### config.mk
export PLATFORM = sky130hd
export DESIGN_NAME = source_tokenizer_flat
export DESIGN_NICKNAME = d
export VERILOG_FILES = /design/src/rtl/stok_pkg.sv /design/src/rtl/stok_ifs.sv /design/src/rtl/source_tokenizer.sv /design/src/rtl/stok_front.sv /design/src/rtl/stok_back.sv /design/src/flat_wrapper.sv
export SDC_FILE = /design/constraint.sdc
export NUM_CORES = 1
export LEC_CHECK = 0
export BUFFER_PORTS_ARGS = -buffer_cell sky130_fd_sc_hd__buf_2
export CORE_MARGIN = 1.5
export CORE_UTILIZATION = 43
export DETAILED_ROUTE_END_ITERATION = 7
export GPL_ROUTABILITY_DRIVEN = 0
export PLACE_DENSITY_LB_ADDON = 0.08
export SETUP_SLACK_MARGIN = 0.1
export SKIP_LAST_GASP = 1
export SYNTH_ARGS = -nofsm -noshare
export SYNTH_HDL_FRONTEND = slang
export SYNTH_SLANG_ARGS = --single-unit
### constraint.sdc
create_clock -name clk -period 9.2 [get_ports clk]
set_input_delay 1.84 -clock clk [delete_from_list [all_inputs] [get_ports clk]]
set_output_delay 1.84 -clock clk [all_outputs]
set_load 0.005 [all_outputs]
### src/rtl/stok_pkg.sv
// Shared types, token codes and character helpers for the source tokenizer.
package stok_pkg;

    localparam int LINE_W  = 24;
    localparam int VALUE_W = 31;
    localparam int KIND_W  = 6;
    localparam int CHARS_W = 64;
    localparam int LEN_W   = 8;
    localparam int KW_NUM  = 15;
    localparam int KW_TEXT = 9;

    localparam logic [LINE_W-1:0]  LINE_MAX = {LINE_W{1'b1}};
    localparam logic [VALUE_W-1:0] NUM_MAX  = {VALUE_W{1'b1}};

    localparam logic [KIND_W-1:0] K_UNKNOWN    = 6'd0;
    localparam logic [KIND_W-1:0] K_BADCOMMENT = 6'd1;
    localparam logic [KIND_W-1:0] K_IDENT      = 6'd2;
    localparam logic [KIND_W-1:0] K_NUMBER     = 6'd3;
    localparam logic [KIND_W-1:0] K_EQ         = 6'd4;
    localparam logic [KIND_W-1:0] K_NE         = 6'd5;
    localparam logic [KIND_W-1:0] K_LE         = 6'd6;
    localparam logic [KIND_W-1:0] K_GE         = 6'd7;
    localparam logic [KIND_W-1:0] K_LOR        = 6'd8;
    localparam logic [KIND_W-1:0] K_LAND       = 6'd9;
    localparam logic [KIND_W-1:0] K_EOF        = 6'd23;
    localparam logic [KIND_W-1:0] K_NOT        = 6'd24;
    localparam logic [KIND_W-1:0] K_MOD        = 6'd25;
    localparam logic [KIND_W-1:0] K_LPAREN     = 6'd26;
    localparam logic [KIND_W-1:0] K_RPAREN     = 6'd27;
    localparam logic [KIND_W-1:0] K_MUL        = 6'd28;
    localparam logic [KIND_W-1:0] K_ADD        = 6'd29;
    localparam logic [KIND_W-1:0] K_COMMA      = 6'd30;
    localparam logic [KIND_W-1:0] K_SUB        = 6'd31;
    localparam logic [KIND_W-1:0] K_PERIOD     = 6'd32;
    localparam logic [KIND_W-1:0] K_DIV        = 6'd33;
    localparam logic [KIND_W-1:0] K_SEMI       = 6'd34;
    localparam logic [KIND_W-1:0] K_LT         = 6'd35;
    localparam logic [KIND_W-1:0] K_ASSIGN     = 6'd36;
    localparam logic [KIND_W-1:0] K_GT         = 6'd37;
    localparam logic [KIND_W-1:0] K_XOR        = 6'd38;
    localparam logic [KIND_W-1:0] K_BOR        = 6'd39;
    localparam logic [KIND_W-1:0] K_BAND       = 6'd40;
    localparam logic [KIND_W-1:0] K_RSHIFT     = 6'd42;
    localparam logic [KIND_W-1:0] K_LSHIFT     = 6'd43;

    // Keyword text, first byte in the low bits, with length and kind.
    localparam logic [KW_NUM-1:0][8*KW_TEXT-1:0] KW_STR = '{
        72'h00_0000_0000_646f_6d,   // mod
        72'h00_0000_006c_6974_6e75, // until
        72'h00_0000_7461_6570_6572, // repeat
        72'h00_0000_0000_0000_6f64, // do
        72'h00_0000_0065_6c69_6877, // while
        72'h00_0000_0000_6573_6c65, // else
        72'h00_0000_0000_6e65_6874, // then
        72'h00_0000_0000_0000_6669, // if
        72'h00_0000_0000_0064_6e65, // end
        72'h00_0000_006e_6967_6562, // begin
        72'h00_0000_0000_6c6c_6163, // call
        72'h00_6e6f_6974_636e_7566, // function
        72'h65_7275_6465_636f_7270, // procedure
        72'h00_0000_0000_0072_6176, // var
        72'h00_0000_0074_736e_6f63  // const
    };
    localparam logic [KW_NUM-1:0][3:0] KW_LEN = '{
        4'd3, 4'd5, 4'd6, 4'd2, 4'd5, 4'd4, 4'd4, 4'd2, 4'd3, 4'd5, 4'd4, 4'd8,
        4'd9, 4'd3, 4'd5
    };
    localparam logic [KW_NUM-1:0][KIND_W-1:0] KW_KIND = '{
        6'd25, 6'd22, 6'd21, 6'd20, 6'd19, 6'd18, 6'd17, 6'd16, 6'd15, 6'd14,
        6'd41, 6'd13, 6'd12, 6'd11, 6'd10
    };

    typedef enum logic [4:0] {
        MODE_IDLE    = 5'b00001,
        MODE_COMMENT = 5'b00010,
        MODE_NUMBER  = 5'b00100,
        MODE_WORD    = 5'b01000,
        MODE_OPER    = 5'b10000
    } scan_mode_t;

    typedef struct packed {
        logic [KIND_W-1:0]  kind;
        logic [VALUE_W-1:0] value;
        logic [LINE_W-1:0]  line;
        logic [CHARS_W-1:0] chars;
        logic [LEN_W-1:0]   len;
    } token_t;

    // All tokens caused by one request; tok1 is used only when two is set.
    typedef struct packed {
        logic   two;
        token_t tok0;
        token_t tok1;
    } tok_pair_t;

    function automatic logic is_digit(input logic [7:0] c);
        return c inside {[8'h30:8'h39]};
    endfunction

    function automatic logic is_alpha(input logic [7:0] c);
        return c inside {[8'h61:8'h7a], [8'h41:8'h5a]};
    endfunction

    function automatic logic is_space(input logic [7:0] c);
        return c inside {8'h20, [8'h09:8'h0d]};
    endfunction

    function automatic logic [KIND_W-1:0] single_kind(input logic [7:0] op);
        case (op)
            8'h3d:   return K_ASSIGN;
            8'h21:   return K_NOT;
            8'h3e:   return K_GT;
            8'h3c:   return K_LT;
            8'h7c:   return K_BOR;
            default: return K_BAND;
        endcase
    endfunction

    // Bit KIND_W set means the byte does not complete the pending operator.
    function automatic logic [KIND_W:0] pair_kind(input logic [7:0] op, input logic [7:0] c);
        logic [KIND_W:0] r;
        r = {1'b1, K_UNKNOWN};
        case (op)
            8'h3d: if (c == 8'h3d) r = {1'b0, K_EQ};
            8'h21: if (c == 8'h3d) r = {1'b0, K_NE};
            8'h3e:
            begin
                if (c == 8'h3e) r = {1'b0, K_RSHIFT};
                else if (c == 8'h3d) r = {1'b0, K_GE};
            end
            8'h3c:
            begin
                if (c == 8'h3c) r = {1'b0, K_LSHIFT};
                else if (c == 8'h3d) r = {1'b0, K_LE};
            end
            8'h7c: if (c == 8'h7c) r = {1'b0, K_LOR};
            8'h26: if (c == 8'h26) r = {1'b0, K_LAND};
            default: r = {1'b1, K_UNKNOWN};
        endcase
        return r;
    endfunction

endpackage

### src/rtl/stok_ifs.sv
// Channel interfaces: source bytes in, tokens out.
interface stok_src_if;
    logic       valid;
    logic       ready;
    logic [7:0] char_in;
    logic       at_end;
    modport source (output valid, char_in, at_end, input ready);
    modport sink   (input valid, char_in, at_end, output ready);
endinterface

interface stok_tok_if;
    logic        valid;
    logic        ready;
    logic [5:0]  token_kind;
    logic [30:0] token_value;
    logic [23:0] line_number;
    logic [63:0] name_chars;
    logic [7:0]  name_length;
    logic        last_of_item;
    modport source (output valid, token_kind, token_value, line_number, name_chars,
                    name_length, last_of_item, input ready);
    modport sink   (input valid, token_kind, token_value, line_number, name_chars,
                    name_length, last_of_item, output ready);
endinterface

### src/rtl/source_tokenizer.sv
// Top level of the source tokenizer: scanner front end, token queue, output port.
//
// Usage:
//   src: one request per source byte (char_in), or an end marker (at_end = 1)
//        that flushes any pending token, emits eof and reloads the line count
//        from first_line.
//   tok: one request per token; last_of_item marks the final token of a byte.
//        A byte may give zero, one or two tokens.
//   cfg_we / cfg_wdata: write first_line while the block is idle. Reset loads 1.
// Throughput: one source byte per cycle while the queue has room; the output
//   side drains one token per cycle while tok.ready is high, so a byte that gives
//   two tokens is drained one token at a time. The queue of QUEUE_DEPTH entries
//   (one entry per byte that gives tokens) sets how long the sides may run apart.
// Order: a token is registered in the queue at the edge that accepts its byte
//   and is offered on tok once the tokens queued ahead of it have been taken.
// Reset: asynchronous, clears the scan state and empties the queue; line count
//   and first_line return to 1.
// Stall: when tok is held, the queue fills and src.ready drops once it is full;
//   no token is lost or repeated.
module source_tokenizer
    import stok_pkg::*;
#(
    parameter int KEYWORD_MAX_LEN = 9,
    parameter int NAME_OUT_CHARS  = 8,
    parameter int QUEUE_DEPTH     = 4
)
(
    input  logic              clk,
    input  logic              rst_n,
    input  logic              cfg_we,
    input  logic [LINE_W-1:0] cfg_wdata,
    stok_src_if.sink          src,
    stok_tok_if.source        tok
);

    logic      push_valid, push_ready;
    tok_pair_t push_pair;
    token_t    out_tok;

    // Front end: hold scan state, classify each byte, form its tokens.
    stok_front #(
        .KEYWORD_MAX_LEN (KEYWORD_MAX_LEN),
        .NAME_OUT_CHARS  (NAME_OUT_CHARS)
    ) u_front (
        .clk        (clk),
        .rst_n      (rst_n),
        .cfg_we     (cfg_we),
        .cfg_wdata  (cfg_wdata),
        .in_valid   (src.valid),
        .in_char    (src.char_in),
        .in_end     (src.at_end),
        .in_ready   (src.ready),
        .push_valid (push_valid),
        .push_pair  (push_pair),
        .push_ready (push_ready)
    );

    // Back end: queue token pairs and drain them one token per request.
    stok_back #(
        .QUEUE_DEPTH (QUEUE_DEPTH)
    ) u_back (
        .clk        (clk),
        .rst_n      (rst_n),
        .push_valid (push_valid),
        .push_pair  (push_pair),
        .push_ready (push_ready),
        .out_valid  (tok.valid),
        .out_tok    (out_tok),
        .out_last   (tok.last_of_item),
        .out_ready  (tok.ready)
    );

    assign tok.token_kind  = out_tok.kind;
    assign tok.token_value = out_tok.value;
    assign tok.line_number = out_tok.line;
    assign tok.name_chars  = out_tok.chars;
    assign tok.name_length = out_tok.len;

endmodule

### src/rtl/stok_front.sv
// Scanner front end: classifies each byte, holds scan state, forms token pairs.
module stok_front
    import stok_pkg::*;
#(
    parameter int KEYWORD_MAX_LEN = 9,
    parameter int NAME_OUT_CHARS  = 8
)
(
    input  logic              clk,
    input  logic              rst_n,
    input  logic              cfg_we,
    input  logic [LINE_W-1:0] cfg_wdata,
    input  logic              in_valid,
    input  logic [7:0]        in_char,
    input  logic              in_end,
    output logic              in_ready,
    output logic              push_valid,
    output tok_pair_t         push_pair,
    input  logic              push_ready
);

    scan_mode_t         mode_reg, mode_next;
    logic [7:0]         pend_reg, pend_next;
    logic [VALUE_W-1:0] acc_reg, acc_next;
    logic [7:0]         wbuf_reg  [KEYWORD_MAX_LEN];
    logic [7:0]         wbuf_next [KEYWORD_MAX_LEN];
    logic [LEN_W-1:0]   wlen_reg, wlen_next;
    logic [LINE_W-1:0]  line_reg, line_next;
    logic [LINE_W-1:0]  cstart_reg, cstart_next;
    logic [LINE_W-1:0]  first_reg;

    logic [CHARS_W-1:0] chars_w;
    logic [KIND_W-1:0]  word_kind_w;
    logic               accept;
    logic               a_vld, b_vld;
    token_t             a_tok, b_tok;

    assign in_ready = push_ready;
    assign accept   = in_valid && in_ready;

    always_comb
    begin
        chars_w = '0;
        for (int i = 0; i < 8; i++)
        begin
            if (i < NAME_OUT_CHARS && i < KEYWORD_MAX_LEN && LEN_W'(i) < wlen_reg)
                chars_w[8*i +: 8] = wbuf_reg[i];
        end
    end

    always_comb
    begin
        logic hit;
        word_kind_w = K_IDENT;
        for (int k = KW_NUM - 1; k >= 0; k--)
        begin
            hit = (wlen_reg == LEN_W'(KW_LEN[k]));
            for (int j = 0; j < KW_TEXT; j++)
            begin
                if (j < int'(KW_LEN[k]) && wbuf_reg[j] != KW_STR[k][8*j +: 8])
                    hit = 1'b0;
            end
            if (hit)
                word_kind_w = KW_KIND[k];
        end
    end

    always_comb
    begin
        logic [KIND_W:0]    pk;
        logic               rescan;
        logic [VALUE_W+3:0] prod;
        token_t             flush_tok;

        mode_next   = mode_reg;
        pend_next   = pend_reg;
        acc_next    = acc_reg;
        wbuf_next   = wbuf_reg;
        wlen_next   = wlen_reg;
        line_next   = line_reg;
        cstart_next = cstart_reg;
        a_vld  = 1'b0;
        b_vld  = 1'b0;
        a_tok  = '0;
        b_tok  = '0;
        rescan = 1'b0;
        pk     = pair_kind(pend_reg, in_char);
        prod   = ({4'b0, acc_reg} << 3) + ({4'b0, acc_reg} << 1)
                 + (VALUE_W+4)'(in_char - 8'h30);

        flush_tok      = '0;
        flush_tok.line = line_reg;
        case (mode_reg)
            MODE_COMMENT:
            begin
                flush_tok.kind  = K_BADCOMMENT;
                flush_tok.value = VALUE_W'(cstart_reg);
            end
            MODE_NUMBER:
            begin
                flush_tok.kind  = K_NUMBER;
                flush_tok.value = acc_reg;
                flush_tok.chars = chars_w;
                flush_tok.len   = wlen_reg;
            end
            MODE_WORD:
            begin
                flush_tok.kind  = word_kind_w;
                flush_tok.chars = chars_w;
                flush_tok.len   = wlen_reg;
            end
            MODE_OPER: flush_tok.kind = single_kind(pend_reg);
            default:   flush_tok.kind = K_UNKNOWN;
        endcase

        b_tok.line = line_reg;

        if (in_end)
        begin
            a_vld      = (mode_reg != MODE_IDLE);
            a_tok      = flush_tok;
            b_vld      = 1'b1;
            b_tok.kind = K_EOF;
            mode_next  = MODE_IDLE;
            pend_next  = '0;
            acc_next   = '0;
            wlen_next  = '0;
            line_next  = first_reg;
        end
        else
        begin
            case (mode_reg)
                MODE_COMMENT:
                begin
                    if (in_char == 8'h0a && line_reg != LINE_MAX)
                        line_next = line_reg + 1'b1;
                    if (in_char == 8'h7d)
                        mode_next = MODE_IDLE;
                end
                MODE_OPER:
                begin
                    a_vld     = 1'b1;
                    mode_next = MODE_IDLE;
                    if (!pk[KIND_W])
                    begin
                        a_tok      = '0;
                        a_tok.line = line_reg;
                        a_tok.kind = pk[KIND_W-1:0];
                    end
                    else
                    begin
                        a_tok  = flush_tok;
                        rescan = 1'b1;
                    end
                end
                MODE_NUMBER:
                begin
                    if (is_digit(in_char))
                    begin
                        acc_next = (prod > {4'b0, NUM_MAX}) ? NUM_MAX : prod[VALUE_W-1:0];
                        for (int i = 0; i < KEYWORD_MAX_LEN; i++)
                            if (wlen_reg == LEN_W'(i)) wbuf_next[i] = in_char;
                        if (wlen_reg != {LEN_W{1'b1}}) wlen_next = wlen_reg + 1'b1;
                    end
                    else
                    begin
                        a_vld     = 1'b1;
                        a_tok     = flush_tok;
                        mode_next = MODE_IDLE;
                        rescan    = 1'b1;
                    end
                end
                MODE_WORD:
                begin
                    if (is_digit(in_char) || is_alpha(in_char))
                    begin
                        for (int i = 0; i < KEYWORD_MAX_LEN; i++)
                            if (wlen_reg == LEN_W'(i)) wbuf_next[i] = in_char;
                        if (wlen_reg != {LEN_W{1'b1}}) wlen_next = wlen_reg + 1'b1;
                    end
                    else
                    begin
                        a_vld     = 1'b1;
                        a_tok     = flush_tok;
                        mode_next = MODE_IDLE;
                        rescan    = 1'b1;
                    end
                end
                default:
                begin
                    mode_next = MODE_IDLE;
                    rescan    = 1'b1;
                end
            endcase

            if (rescan)
            begin
                b_vld = 1'b1;
                case (in_char)
                    8'h3d, 8'h21, 8'h3e, 8'h3c, 8'h7c, 8'h26:
                    begin
                        b_vld     = 1'b0;
                        pend_next = in_char;
                        mode_next = MODE_OPER;
                    end
                    8'h7b:
                    begin
                        b_vld       = 1'b0;
                        cstart_next = line_reg;
                        mode_next   = MODE_COMMENT;
                    end
                    8'h25:   b_tok.kind = K_MOD;
                    8'h28:   b_tok.kind = K_LPAREN;
                    8'h29:   b_tok.kind = K_RPAREN;
                    8'h2a:   b_tok.kind = K_MUL;
                    8'h2b:   b_tok.kind = K_ADD;
                    8'h2c:   b_tok.kind = K_COMMA;
                    8'h2d:   b_tok.kind = K_SUB;
                    8'h2e:   b_tok.kind = K_PERIOD;
                    8'h2f:   b_tok.kind = K_DIV;
                    8'h3b:   b_tok.kind = K_SEMI;
                    8'h5e:   b_tok.kind = K_XOR;
                    default:
                    begin
                        if (is_space(in_char))
                        begin
                            b_vld = 1'b0;
                            if (in_char == 8'h0a && line_reg != LINE_MAX)
                                line_next = line_reg + 1'b1;
                        end
                        else if (is_digit(in_char) || is_alpha(in_char))
                        begin
                            b_vld        = 1'b0;
                            wbuf_next[0] = in_char;
                            wlen_next    = LEN_W'(1);
                            if (is_digit(in_char))
                            begin
                                acc_next  = VALUE_W'(in_char - 8'h30);
                                mode_next = MODE_NUMBER;
                            end
                            else
                                mode_next = MODE_WORD;
                        end
                        else
                        begin
                            b_tok.kind  = K_UNKNOWN;
                            b_tok.value = VALUE_W'(in_char);
                        end
                    end
                endcase
            end
        end
    end

    assign push_valid     = accept && (a_vld || b_vld);
    assign push_pair.two  = a_vld && b_vld;
    assign push_pair.tok0 = a_vld ? a_tok : b_tok;
    assign push_pair.tok1 = b_tok;

    always_ff @(posedge clk or negedge rst_n)
    begin
        if (!rst_n)
        begin
            mode_reg   <= MODE_IDLE;
            pend_reg   <= '0;
            acc_reg    <= '0;
            wlen_reg   <= '0;
            line_reg   <= LINE_W'(1);
            cstart_reg <= '0;
            first_reg  <= LINE_W'(1);
        end
        else
        begin
            if (cfg_we)
                first_reg <= cfg_wdata;
            if (accept)
            begin
                mode_reg   <= mode_next;
                pend_reg   <= pend_next;
                acc_reg    <= acc_next;
                wlen_reg   <= wlen_next;
                line_reg   <= line_next;
                cstart_reg <= cstart_next;
            end
        end
    end

    always_ff @(posedge clk)
    begin
        if (accept)
            wbuf_reg <= wbuf_next;
    end

endmodule

### src/rtl/stok_back.sv
// Token queue and output sequencer: hands out one or two tokens per entry.
module stok_back
    import stok_pkg::*;
#(
    parameter int QUEUE_DEPTH = 4
)
(
    input  logic      clk,
    input  logic      rst_n,
    input  logic      push_valid,
    input  tok_pair_t push_pair,
    output logic      push_ready,
    output logic      out_valid,
    output token_t    out_tok,
    output logic      out_last,
    input  logic      out_ready
);

    localparam int AW = (QUEUE_DEPTH > 1) ? $clog2(QUEUE_DEPTH) : 1;
    localparam int CW = $clog2(QUEUE_DEPTH + 1);

    tok_pair_t       mem_reg [QUEUE_DEPTH];
    logic [AW-1:0]   wr_reg, rd_reg;
    logic [CW-1:0]   cnt_reg;
    logic            sel_reg;
    tok_pair_t       head;
    logic            do_push, do_pop;

    assign head       = mem_reg[rd_reg];
    assign push_ready = (cnt_reg != CW'(QUEUE_DEPTH));
    assign do_push    = push_valid && push_ready;
    assign out_valid  = (cnt_reg != '0);
    assign out_tok    = sel_reg ? head.tok1 : head.tok0;
    assign out_last   = sel_reg || !head.two;
    assign do_pop     = out_valid && out_ready && out_last;

    always_ff @(posedge clk or negedge rst_n)
    begin
        if (!rst_n)
        begin
            wr_reg  <= '0;
            rd_reg  <= '0;
            cnt_reg <= '0;
            sel_reg <= 1'b0;
        end
        else
        begin
            if (do_push)
                wr_reg <= (wr_reg == AW'(QUEUE_DEPTH - 1)) ? '0 : wr_reg + 1'b1;
            if (do_pop)
                rd_reg <= (rd_reg == AW'(QUEUE_DEPTH - 1)) ? '0 : rd_reg + 1'b1;
            if (do_push && !do_pop)
                cnt_reg <= cnt_reg + 1'b1;
            else if (!do_push && do_pop)
                cnt_reg <= cnt_reg - 1'b1;
            // Advance to the second token of an entry, back to the first on pop.
            if (out_valid && out_ready)
                sel_reg <= !out_last;
        end
    end

    always_ff @(posedge clk)
    begin
        if (do_push)
            mem_reg[wr_reg] <= push_pair;
    end

endmodule

### src/flat_wrapper.sv
// flat-port wrapper written by rule: the top's interface ports become plain ports
module source_tokenizer_flat import stok_pkg::*;
#(
    parameter int KEYWORD_MAX_LEN = 9,
    parameter int NAME_OUT_CHARS  = 8,
    parameter int QUEUE_DEPTH     = 4
)
  (clk, rst_n, cfg_we, cfg_wdata, src_valid, src_char_in, src_at_end, src_ready, tok_valid, tok_token_kind, tok_token_value, tok_line_number, tok_name_chars, tok_name_length, tok_last_of_item, tok_ready);
  stok_src_if src_i ();
  stok_tok_if tok_i ();
  input  logic clk;
  input  logic rst_n;
  input  logic cfg_we;
  input  logic [LINE_W-1:0] cfg_wdata;
  input wire logic [$bits(src_i.valid)-1:0] src_valid;
  input wire logic [$bits(src_i.char_in)-1:0] src_char_in;
  input wire logic [$bits(src_i.at_end)-1:0] src_at_end;
  output wire logic [$bits(src_i.ready)-1:0] src_ready;
  output wire logic [$bits(tok_i.valid)-1:0] tok_valid;
  output wire logic [$bits(tok_i.token_kind)-1:0] tok_token_kind;
  output wire logic [$bits(tok_i.token_value)-1:0] tok_token_value;
  output wire logic [$bits(tok_i.line_number)-1:0] tok_line_number;
  output wire logic [$bits(tok_i.name_chars)-1:0] tok_name_chars;
  output wire logic [$bits(tok_i.name_length)-1:0] tok_name_length;
  output wire logic [$bits(tok_i.last_of_item)-1:0] tok_last_of_item;
  input wire logic [$bits(tok_i.ready)-1:0] tok_ready;
  assign src_i.valid = src_valid;
  assign src_i.char_in = src_char_in;
  assign src_i.at_end = src_at_end;
  assign src_ready = src_i.ready;
  assign tok_valid = tok_i.valid;
  assign tok_token_kind = tok_i.token_kind;
  assign tok_token_value = tok_i.token_value;
  assign tok_line_number = tok_i.line_number;
  assign tok_name_chars = tok_i.name_chars;
  assign tok_name_length = tok_i.name_length;
  assign tok_last_of_item = tok_i.last_of_item;
  assign tok_i.ready = tok_ready;
  source_tokenizer #(.KEYWORD_MAX_LEN(KEYWORD_MAX_LEN), .NAME_OUT_CHARS(NAME_OUT_CHARS), .QUEUE_DEPTH(QUEUE_DEPTH)) u_core (.clk(clk), .rst_n(rst_n), .cfg_we(cfg_we), .cfg_wdata(cfg_wdata), .src(src_i), .tok(tok_i));
endmodule
* Word-level counts from Yosys, hierarchy flattened
Memory sizes are Yosys's and may differ from the RTL's.
Cells that the tools add are included.
** Storage, ports and cells
- Bits of input ports :: 38
- Output and inout bits :: 136
- Word-level logic and storage cells :: 375
- Flip-flop bits (word level) :: 204
- RAM bits :: 780
- Memories kept :: 1
** Memories
- u_core.u_back.mem_reg :: words 4, bits a word 195, read ports 1, clocked after Yosys merged registers in 0, wr ports 1, RTL line stok_back.sv:22 : tok_pair_t mem_reg [QUEUE_DEPTH];
** Cells by class
- Add/subtract/negate cells :: 10
- Muxes and demuxes :: 189
- Bitwise gates (word level) :: 1
- Equality and inequality tests :: 100
- Reductions and logical operators :: 37
- Magnitude comparators :: 17
** Operators by type and width (count)
- $mux W133 :: 6
- $ne A8 B7 Y1 const B :: 52
- $pmux W133 S3 :: 1
- $mux W31 :: 10
- $mux W8 :: 35
- $mux W72 :: 3
- $eq A8 B6 Y1 const B :: 21
- $mux W24 :: 7
- $pmux W72 S2 :: 1
- $mux W5 :: 17
- $mux W1 :: 78
- $pmux W6 S12 :: 1
- $pmux W31 S2 :: 1
- $mux W7 :: 8
- $pmux W7 S6 :: 1
- $eq A8 B7 Y1 const B :: 5
- $mux W37 :: 1
- $mux W6 :: 6
- $add A34 B32 Y35 :: 1
- $add A35 B35 Y35 :: 1
- $gt A35 B31 Y1 const B :: 1
- $eq A8 B3 Y1 const B :: 4
- $lt A3 B8 Y1 const A :: 4
- $pmux W5 S3 :: 2
- other kinds (52) :: 87

* Depth between registers and ports, before layout
Gate-level depths: netlist of the first run.
- Depth in word-level cells :: 25
- Gate-level depth with buffers :: 17
- Depth with buffers taken out :: 16

* Modules after synthesis
From an unflattened synthesis of the first run, not the netlist that was laid out.
** Unflattened totals
- Cell total of the unflattened synthesis :: 3691
- Area total of the unflattened synthesis :: 56603.0 um^2
** By module, submodules not included
- stok_back :: instances 1, seq. area each 32271.0 um^2, cells an instance 1877, area each 40606.4 um^2
- stok_front :: instances 1, seq. area each 5268.8 um^2, cells an instance 1814, area each 15996.6 um^2

* Worst setup path before layout of the first run
OpenSTA, ideal clock, no wires.
- Path type :: input to register
- Start point :: input src_char_in[4]
- End point :: memory u_core.u_back.mem_reg[1][0] (netlist name), enable pin
- Setup slack :: 674 ps
- Stages on the path :: 12
- Arrival :: 7974 ps
- Path buffers :: 1
- Required time :: 8647 ps
- Library setup time :: 553 ps
- Cell sequence :: clkbuf_1 inv_1 ha_1 nor3b_1 a22o_1 nor4b_2 and2b_1 nand2_1 a21oi_1 nor3_1 nor2_1 and2_1
** On the way
- Longest elaborated chain between the ends :: 14
- Elaborated cells on any way between the ends :: 61
- Those cells by class :: order compare: 8; eq/ne: 19; mux: 22; reduce/logical: 12
** Ends and longest elaborated chain
- start: declaration :: RTL line flat_wrapper.sv:16 : input wire logic [$bits(src_i.char_in)-1:0] src_char_in;
- $ge A8 B7 Y1 (tied with other cells) :: RTL line stok_pkg.sv:101 : return c inside {[8'h61:8'h7a], [8'h41:8'h5a]};
- $logic_and A1 B1 Y1 (tied with other cells) :: RTL line stok_pkg.sv:101
- $reduce_bool A2 Y1 (tied with other cells) :: RTL line stok_pkg.sv:101
- $logic_or A1 B1 Y1 / $pmux W7 S6 (equally long branches) :: RTL line stok_front.sv:175, stok_front.sv:231, stok_pkg.sv:123
- $mux W1 (on tied branches) :: RTL line stok_front.sv:175, stok_front.sv:231, stok_front.sv:144
- $pmux W1 S4 / $mux W1 (equally long branches) :: RTL line stok_front.sv:132, stok_front.sv:225
- $mux W1 / $pmux W1 S2 (equally long branches) :: RTL line stok_front.sv:118, stok_front.sv:199
- $mux W1 :: RTL line stok_front.sv:196 : if (rescan)
- $mux W1 :: RTL line stok_front.sv:118 : if (in_end)
- $logic_or A1 B1 Y1 (*) :: RTL line stok_front.sv:255 : assign push_valid = accept && (a_vld || b_vld);
- $logic_and A1 B1 Y1 (*) :: RTL line stok_front.sv:255
- $logic_and A1 B1 Y1 (*) :: RTL line stok_back.sv:31 : assign do_push = push_valid && push_ready;
- via u_core.u_back.do_push :: RTL line stok_back.sv:27 : logic do_push, do_pop;
- $mux W1 (*) :: RTL line stok_back.sv:64 : if (do_push)
- $mux W1 (implied by the code) (*) :: RTL line stok_back.sv:65 : mem_reg[wr_reg] <= push_pair;
- end: declaration :: RTL line stok_back.sv:22
The timed path passes the listed nets; every way through them passes the cells marked *. The select of a mux whose other input is x is not followed.

* Worst setup path in the final report of the first run
- Start point :: input src_char_in[4]
- End point :: register u_core.u_front.acc_reg[14]
** On the way
- Longest elaborated chain between the ends :: 12
- Elaborated cells on any way between the ends :: 62
- Those cells by class :: add/sub: 3; order compare: 9; eq/ne: 19; mux: 23; reduce/logical: 8
** Ends and longest elaborated chain
- $sub A8 B6 Y9 :: RTL line stok_front.sv:89, stok_front.sv:238
- $add A35 B35 Y35 :: RTL line stok_front.sv:89 : + (VALUE_W+4)'(in_char - 8'h30);
- $gt A35 B31 Y1 :: RTL line stok_front.sv:160 : acc_next = (prod > {4'b0, NUM_MAX}) ? NUM_MAX : prod[VALUE_W-1:0];
- $mux W31 :: RTL line stok_front.sv:160
- $mux W31 :: RTL line stok_front.sv:158 : if (is_digit(in_char))
- $mux W31 :: RTL line stok_front.sv:132 : case (mode_reg)
- $mux W31 :: RTL line stok_front.sv:236 : if (is_digit(in_char))
- $mux W31 :: RTL line stok_front.sv:231 : else if (is_digit(in_char) || is_alpha(in_char))
- $mux W31 :: RTL line stok_front.sv:225 : if (is_space(in_char))
- $mux W31 :: RTL line stok_front.sv:199 : case (in_char)
- $mux W31 (*) :: RTL line stok_front.sv:196
- $mux W31 (*) :: RTL line stok_front.sv:118
- end signal: assignment :: RTL line stok_front.sv:280 : acc_reg <= acc_next;
- end: declaration :: RTL line stok_front.sv:24 : logic [VALUE_W-1:0] acc_reg, acc_next;
Every way passes the cells marked *; elsewhere a longest branch is shown, timed or not. The select of a mux whose other input is x is not followed.
A chain may end at the register's enable or synchronous reset.

==> impl_metrics.ini, run 1 <==
[critical_path]
cpLargestDelayFamily = compound AO/OA/AOI/OAI gates
crit_chain = buf_2, ha_1, nor3_2, buf_4, fa_1, ha_1, nand4_2, nor3_1, nand2_1, a31o_1, a2111o_1, a311o_1, or4_1, o211a_1, a221o_1
worst_ep_arrival_time_ns = 7.00
timing.critical_path.buf_inv = 2
setup.worst_path.end_class = flip-flop
worst-path-max-fanout = 26
crit_type = primary input to flip-flop
crit_path_frequent_cell = sky130_fd_sc_hd__ha_1
slowest_cell_on_the_critical_path = sky130_fd_sc_hd__or4_1
timing.critical_path.required_ns = 9.74
start_kind = primary input
timing.critical_path.slowest_cell_delay_ns = 0.85

[grt]
gr-usage-met1_pct = 28.6
grt_start_max_net_pins = 113
met2_usage_pct = 37.9
grt_antenna_before_repair = 2
globalRoute.busiestLayer = met2
grt_util_all_layers_pct = 21.8
gr-usage-met3_pct = 2.65
grt_pass1_vias = 26105
overflow = 0
global_route_wire_length_before_repair_um = 163000

[timing]
rsz0062_at_grt = false
finalSetupTns_ns = 0
time_the_worst_path_needs_with_i_o_delays_and_setup_ns = 6.46
final_critical_path_setup_slack_ns = 2.74
worst_slew_pin_slew_ns = 1.14
fmax_mhz = 155
worst_slew_margin_rel_pct = 23.7
timing_max_transition_violations_final = 0
report.final.setup_viol = 0
final_min_period_over_clock_period_pct = 70.2
final_report_hold_violation_count = 0
finClkSkew_ns = 0.0377

[pwr]
ir_drop_uv = 174
p_int_w = 0.00904
sw_share_pct = 29.8
pwr-share-clk_pct = 29.3
power_density_nw_per_um2 = 277
switchingPower_w = 0.00383
power.static_leakage_nw = 16.6
power.share.combinational_pct = 26.3
seq_power_share_pct = 44.4

[finish]
layout.nets = 3040
drive_gt1_share_pct = 22.1
largest_register_ff_count = 688
design_area_um2 = 46500
final_common_cell = sky130_fd_sc_hd__edfxtp_1
layout.cells.most_common_list = sky130_fd_sc_hd__edfxtp_1 (760), sky130_fd_sc_hd__nor2_1 (188), sky130_fd_sc_hd__mux4_2 (172), sky130_fd_sc_hd__buf_2 (172), sky130_fd_sc_hd__nand2_1 (129)
flow.area_growth_from_synthesis_pct = 12.5
filler_cell_count = 8143

[cts]
root_buffer = sky130_fd_sc_hd__clkbuf_16
post_cts_resize_count = 0
postCtsSetupBuffers = 0
clk_pin_slew_worst_paths_ns = 0.06
ctsHoldBuffers = 0
worst_skew_pair.late_latency_ns = 0.68
cts_inserted_buffers = 96
cts.sinks = 892
tritoncts = yes
cts-root-to-sink-buffers = 3
htreeDepth = 3

[synthesis]
synth-seq-cells = 892
synth_top_cells_by_area = sky130_fd_sc_hd__edfxtp_1 (55%), sky130_fd_sc_hd__mux4_2 (9.4%), sky130_fd_sc_hd__dfrtp_1 (7.8%)
post_synth.cell_area_avg_um2 = 14.8
ys_async_sr_fraction_pct = 14.8
synth-seq-area-share_pct = 63.2
synth_enable_flop_cells = 760
syn_nets = 2924
yosys_warnings = 0
syn-instance-count = 2802
synth-main-ff-cell = sky130_fd_sc_hd__edfxtp_1
yosys.cell_types.count = 96
synth_top_area_share_pct = 55.2
synth.cell_area_um2 = 41300
synth_top_cell_by_area = sky130_fd_sc_hd__edfxtp_1

[detailed_routing]
drtAntennaViolNets = 0
drc_violation_total_after_the_first_tritonroute_iteration = 2010
number_of_remaining_drc_errors = 0
router_iterations_before_antenna_repair = 6
wl_um = 106000
dr_total_vias = 24942
avgRoutedWirePerCell_um = 24.9
routed_via_density = 5.85

[placement]
port_buffers = 173
dp_hpwl_um = 67000
preCtsSetupSlack_ns = 2.13
post_dp_cell_area_um2 = 43400

[floorplan]
core_area_um2 = 95200
dieWidth_um = 313
floorplan.initialDensity_pct = 43.4
io_pins = 174
rows = 113
dieArea_um2 = 98000
die_height_um = 313

[run_status]
status = finished, final reports clean

[min_path]
holdCritPathClass = flip-flop to flip-flop

[flow_run]
max_cap_violations = 0
## cells in the mapped netlist (37+ instances only)
cell type,count
sky130_fd_sc_hd__mux2i_1,38
sky130_fd_sc_hd__nand2_1,130
sky130_fd_sc_hd__edfxtp_1,760
sky130_fd_sc_hd__nor2_1,190
sky130_fd_sc_hd__and3_1,54
sky130_fd_sc_hd__mux4_2,172
sky130_fd_sc_hd__mux2_2,98
sky130_fd_sc_hd__nor2b_1,112
sky130_fd_sc_hd__inv_1,39
sky130_fd_sc_hd__dfrtp_1,129
sky130_fd_sc_hd__clkbuf_1,131
sky130_fd_sc_hd__ha_1,53
sky130_fd_sc_hd__nor3_1,37
sky130_fd_sc_hd__nand3_1,59
sky130_fd_sc_hd__o21ai_0,60
sky130_fd_sc_hd__and2_1,79
sky130_fd_sc_hd__a21oi_1,119
## final cells by class
cell class,count,area [um2],share of cell area (%)
Sequential cell,892,26100,56.2
Clock inverter,48,427,0.917
Clock buffer,133,2660,5.73
Inverter,39,146,0.315
Multi-Input combinational cell,1681,14400,30.9
Timing Repair Buffer,208,1210,2.60
Tap cell,1265,1580,3.40
Antenna cell,1,2.50,0.00538
## metal layers
metal | routed length, um | part of all wire (%) | vias to the layer above
met5 | 13 | 0.012 | -
li1 | - | - | 11143
met4 | 2700 | 2.5 | 2
met2 | 54400 | 51 | 666
met1 | 44800 | 42 | 12963
met3 | 4110 | 3.9 | 168
## path summary, 6_finish.rpt
| path | startpoint | endpoint | slack [ns] | cells past startpoint |
|---|---|---|---|---|
| setup reg to reg | u_core.u_front.mode_reg[4] | u_core.u_back.mem_reg[2][100] | 4.53 | 9 |
| setup / recovery | src_char_in[4] | u_core.u_front.acc_reg[14] | 2.74 | 15 |
| hold reg to reg | u_core.u_front.first_reg[4] | u_core.u_front.first_reg[4] | 0.50 | 1 |
| hold / removal | u_core.u_front.first_reg[4] | u_core.u_front.first_reg[4] | 0.50 | 1 |
| max in group asynchronous | rst_n | u_core.u_back.sel_reg | 6.50 | 2 |
| min in group asynchronous | rst_n | u_core.u_front.first_reg[16] | 1.22 | 1 |
## through the flow
step / std cells / power [W] / utilization, % / hold slack [ns]
2_1_floorplan: 2802 / 0.00800 / - / 0.455
3_3_place_gp: 4085 / 0.00926 / 45.6 / 0.470
3_5_place_dp: 4085 / 0.00931 / 45.6 / 0.492
4_1_cts: 4266 / 0.0131 / 48.9 / 0.506
5_1_grt: 4267 / 0.0135 / 48.9 / 0.516
6_report: 4267 / 0.0129 / 48.9 / 0.504
## power by group through the flow
stage / registers, W / clock network [W] / logic (W)
after detailed placement: 0.00581 / 0 / 0.00350
after floorplan: 0.00559 / 0 / 0.00240
after global routing: 0.00580 / 0.00402 / 0.00371
final: 0.00571 / 0.00377 / 0.00339
after global placement: 0.00576 / 0 / 0.00350
after CTS: 0.00573 / 0.00387 / 0.00351
## cells by family (layout without fill, tap and decap cells)
family / Yosys count / after routing / synth area share [%]
buf+inv: 229 / 428 / 2.19
fa+ha+maj: 85 / 85 / 3.13
xor+xnor: 35 / 35 / 0.741
other cells: 0 / 1 / 0
mux: 308 / 308 / 13.0
simple gates: 825 / 825 / 10.8
compound gates: 428 / 428 / 6.95
flops: 892 / 892 / 63.2
(Power assumes the default switching activity.)
==> inputs of run 2 (changes only) <==
Clock period 9.2 ns to 5.6 ns, I/O delays scaled along.
==> run 2 against run 1 <==
  * Sequential power up 63%
  * Via count up 1.2%
  * Count of clock-buffer cells in the layout down 15
  * Global-route usage up 0.28 points
  * Non-clock buffer count up 68
  * Worst hold slack worse by 0.0018 ns
  * Critical path type unchanged
==> impl_metrics.ini, run 2 (same netlist as run 1, synthesis figures left out) <==
[timing]
finClkSkew_ns = 0.0332
fmax_mhz = 205
final_report_hold_violation_count = 0
worst_slew_pin_slew_ns = 1.15
finalSetupTns_ns = 0
worst_slew_margin_rel_pct = 22.7
hold-worst-slack_ns = 0.503
final_min_period_over_clock_period_pct = 87.3
timing_max_transition_violations_final = 0
time_the_worst_path_needs_with_i_o_delays_and_setup_ns = 4.89
rsz0062_at_grt = false
report.final.setup_viol = 0

[pwr]
power.static_leakage_nw = 17.0
power_density_nw_per_um2 = 453
ir_drop_uv = 272

[critical_path]
cpLargestDelayFamily = compound AO/OA/AOI/OAI gates
crit_type = primary input to flip-flop
timing.critical_path.required_ns = 6.15
worst_r2r_endpoint = u_core.u_front.acc_reg[27]
crit_chain = buf_2, ha_1, nor3_4, buf_12, fa_1, ha_1, buf_4, a211o_1, a21oi_1, nand3_1, o2111ai_1, a31oi_1, xor2_1, or4_1, buf_4, a311oi_1, nor2_1
start_kind = primary input
crit-reg2reg-launch = u_core.u_front.acc_reg[15]
reg2regPathDepth = 13
timing.critical_path.slowest_cell_delay_ns = 0.61
worst_ep_arrival_time_ns = 5.44
timing.critical_path.buf_inv = 4
setup.worst_path.end_class = flip-flop
timing.reg2reg.setup_slack_ns = 1.41
slowest_cell_on_the_critical_path = sky130_fd_sc_hd__or4_1
worst-path-max-fanout = 26

[floorplan]
io_pins = 174
rows = 113
floorplan.initialDensity_pct = 43.4
die_height_um = 313
dieArea_um2 = 98000
dieWidth_um = 313
core_area_um2 = 95200

[finish]
final_common_cell = sky130_fd_sc_hd__edfxtp_1
largest_register_ff_count = 688
layout.nets = 3108
layout.cells.most_common_list = sky130_fd_sc_hd__edfxtp_1 (760), sky130_fd_sc_hd__nor2_1 (188), sky130_fd_sc_hd__mux4_2 (172), sky130_fd_sc_hd__buf_2 (172), sky130_fd_sc_hd__nand2_1 (129)
antennaDiodeCount = 0
drive_gt1_share_pct = 23.7
flow.area_growth_from_synthesis_pct = 14.3

[cts]
cts_inserted_buffers = 96
cts-root-to-sink-buffers = 3
cts.sinks = 892
ctsHoldBuffers = 0
tritoncts = yes
root_buffer = sky130_fd_sc_hd__clkbuf_16
postCtsSetupBuffers = 0
clk_pin_slew_worst_paths_ns = 0.06
post_cts_resize_count = 0
htreeDepth = 3
worst_skew_pair.late_latency_ns = 0.69

[grt]
grt_util_all_layers_pct = 22.0
global_route_wire_length_before_repair_um = 164000
grt_antenna_before_repair = 3
overflow = 0
grt_start_max_net_pins = 87
grt_pass1_vias = 25951

[detailed_routing]
wl_um = 108000
routed_via_density = 5.83
dr_total_vias = 25249
drc_violation_total_after_the_first_tritonroute_iteration = 1945
number_of_remaining_drc_errors = 0
avgRoutedWirePerCell_um = 24.9
router_iterations_before_antenna_repair = 6
drtAntennaViolNets = 0

[min_path]
whs_endpoint = u_core.u_front.first_reg[5]
holdCritStartpoint = u_core.u_front.first_reg[5]
min_delay_path_depth = 1
holdCritPathClass = flip-flop to flip-flop

[flow_run]
max_cap_violations = 0

[run_status]
status = finished, final reports clean

[placement]
dp_hpwl_um = 71600
port_buffers = 173
-- run 2: cell count changes in the layout (fill, tap and decap cells not counted), moves of 3 or more --
cell	change
sky130_fd_sc_hd__clkbuf_1	-8
sky130_fd_sc_hd__clkinv_4	-3
sky130_fd_sc_hd__buf_4	+50
sky130_fd_sc_hd__buf_12	+18
sky130_fd_sc_hd__clkbuf_8	-6
sky130_fd_sc_hd__clkinv_1	+8
-- run 2: per-layer routing --
metal	wire (um)	vias up	GRT usage (%)
li1	-	11269	-
met1	44200	13005	28.5
met2	54600	765	37.8
met3	5260	204	3.12
met4	3800	6	8.28
met5	37	-	0
-- run 2: layout make-up --
cell class	count	area, um2
Fill cell	8159	47900
Sequential cell	892	26100
Multi-Input combinational cell	1681	14400
Clock buffer	118	2530
Timing Repair Buffer	276	1950
Tap cell	1265	1580
Clock inverter	59	558
Inverter	39	146
-- run 2: how the worst max path moves through the flow --
stage	from	depth (start not counted)	slack (ns)	end
after detailed placement	src_char_in[4]	17	0.11	u_core.u_front.acc_reg[27]
after global placement	src_char_in[4]	16	0.23	u_core.u_front.acc_reg[19]
final	src_char_in[4]	17	0.71	u_core.u_front.acc_reg[27]
after floorplan	src_char_in[6]	16	-0.30	u_core.u_front.acc_reg[14]
after global routing	src_char_in[4]	17	0.53	u_core.u_front.acc_reg[22]
after CTS	src_char_in[4]	17	0.81	u_core.u_front.acc_reg[27]
-- run 2: where the power goes --
group	internal, W	switching [W]
clock network	0.00355	0.00265
logic	0.00286	0.00305
registers	0.00858	0.000708
-- run 2: through the flow --
step                      worst slack (ns)  power [W]  util [%]  area, um2  instances
final                                0.714     0.0214      49.7      47300       4330
after global routing                 0.530     0.0225      49.7      47300       4330
after detailed placement             0.107     0.0156      46.4      44200       4153
after CTS                            0.810     0.0218      49.7      47300       4330
after global placement               0.225     0.0155      46.4      44200       4153
after floorplan                     -0.299     0.0130         -      41400       2802
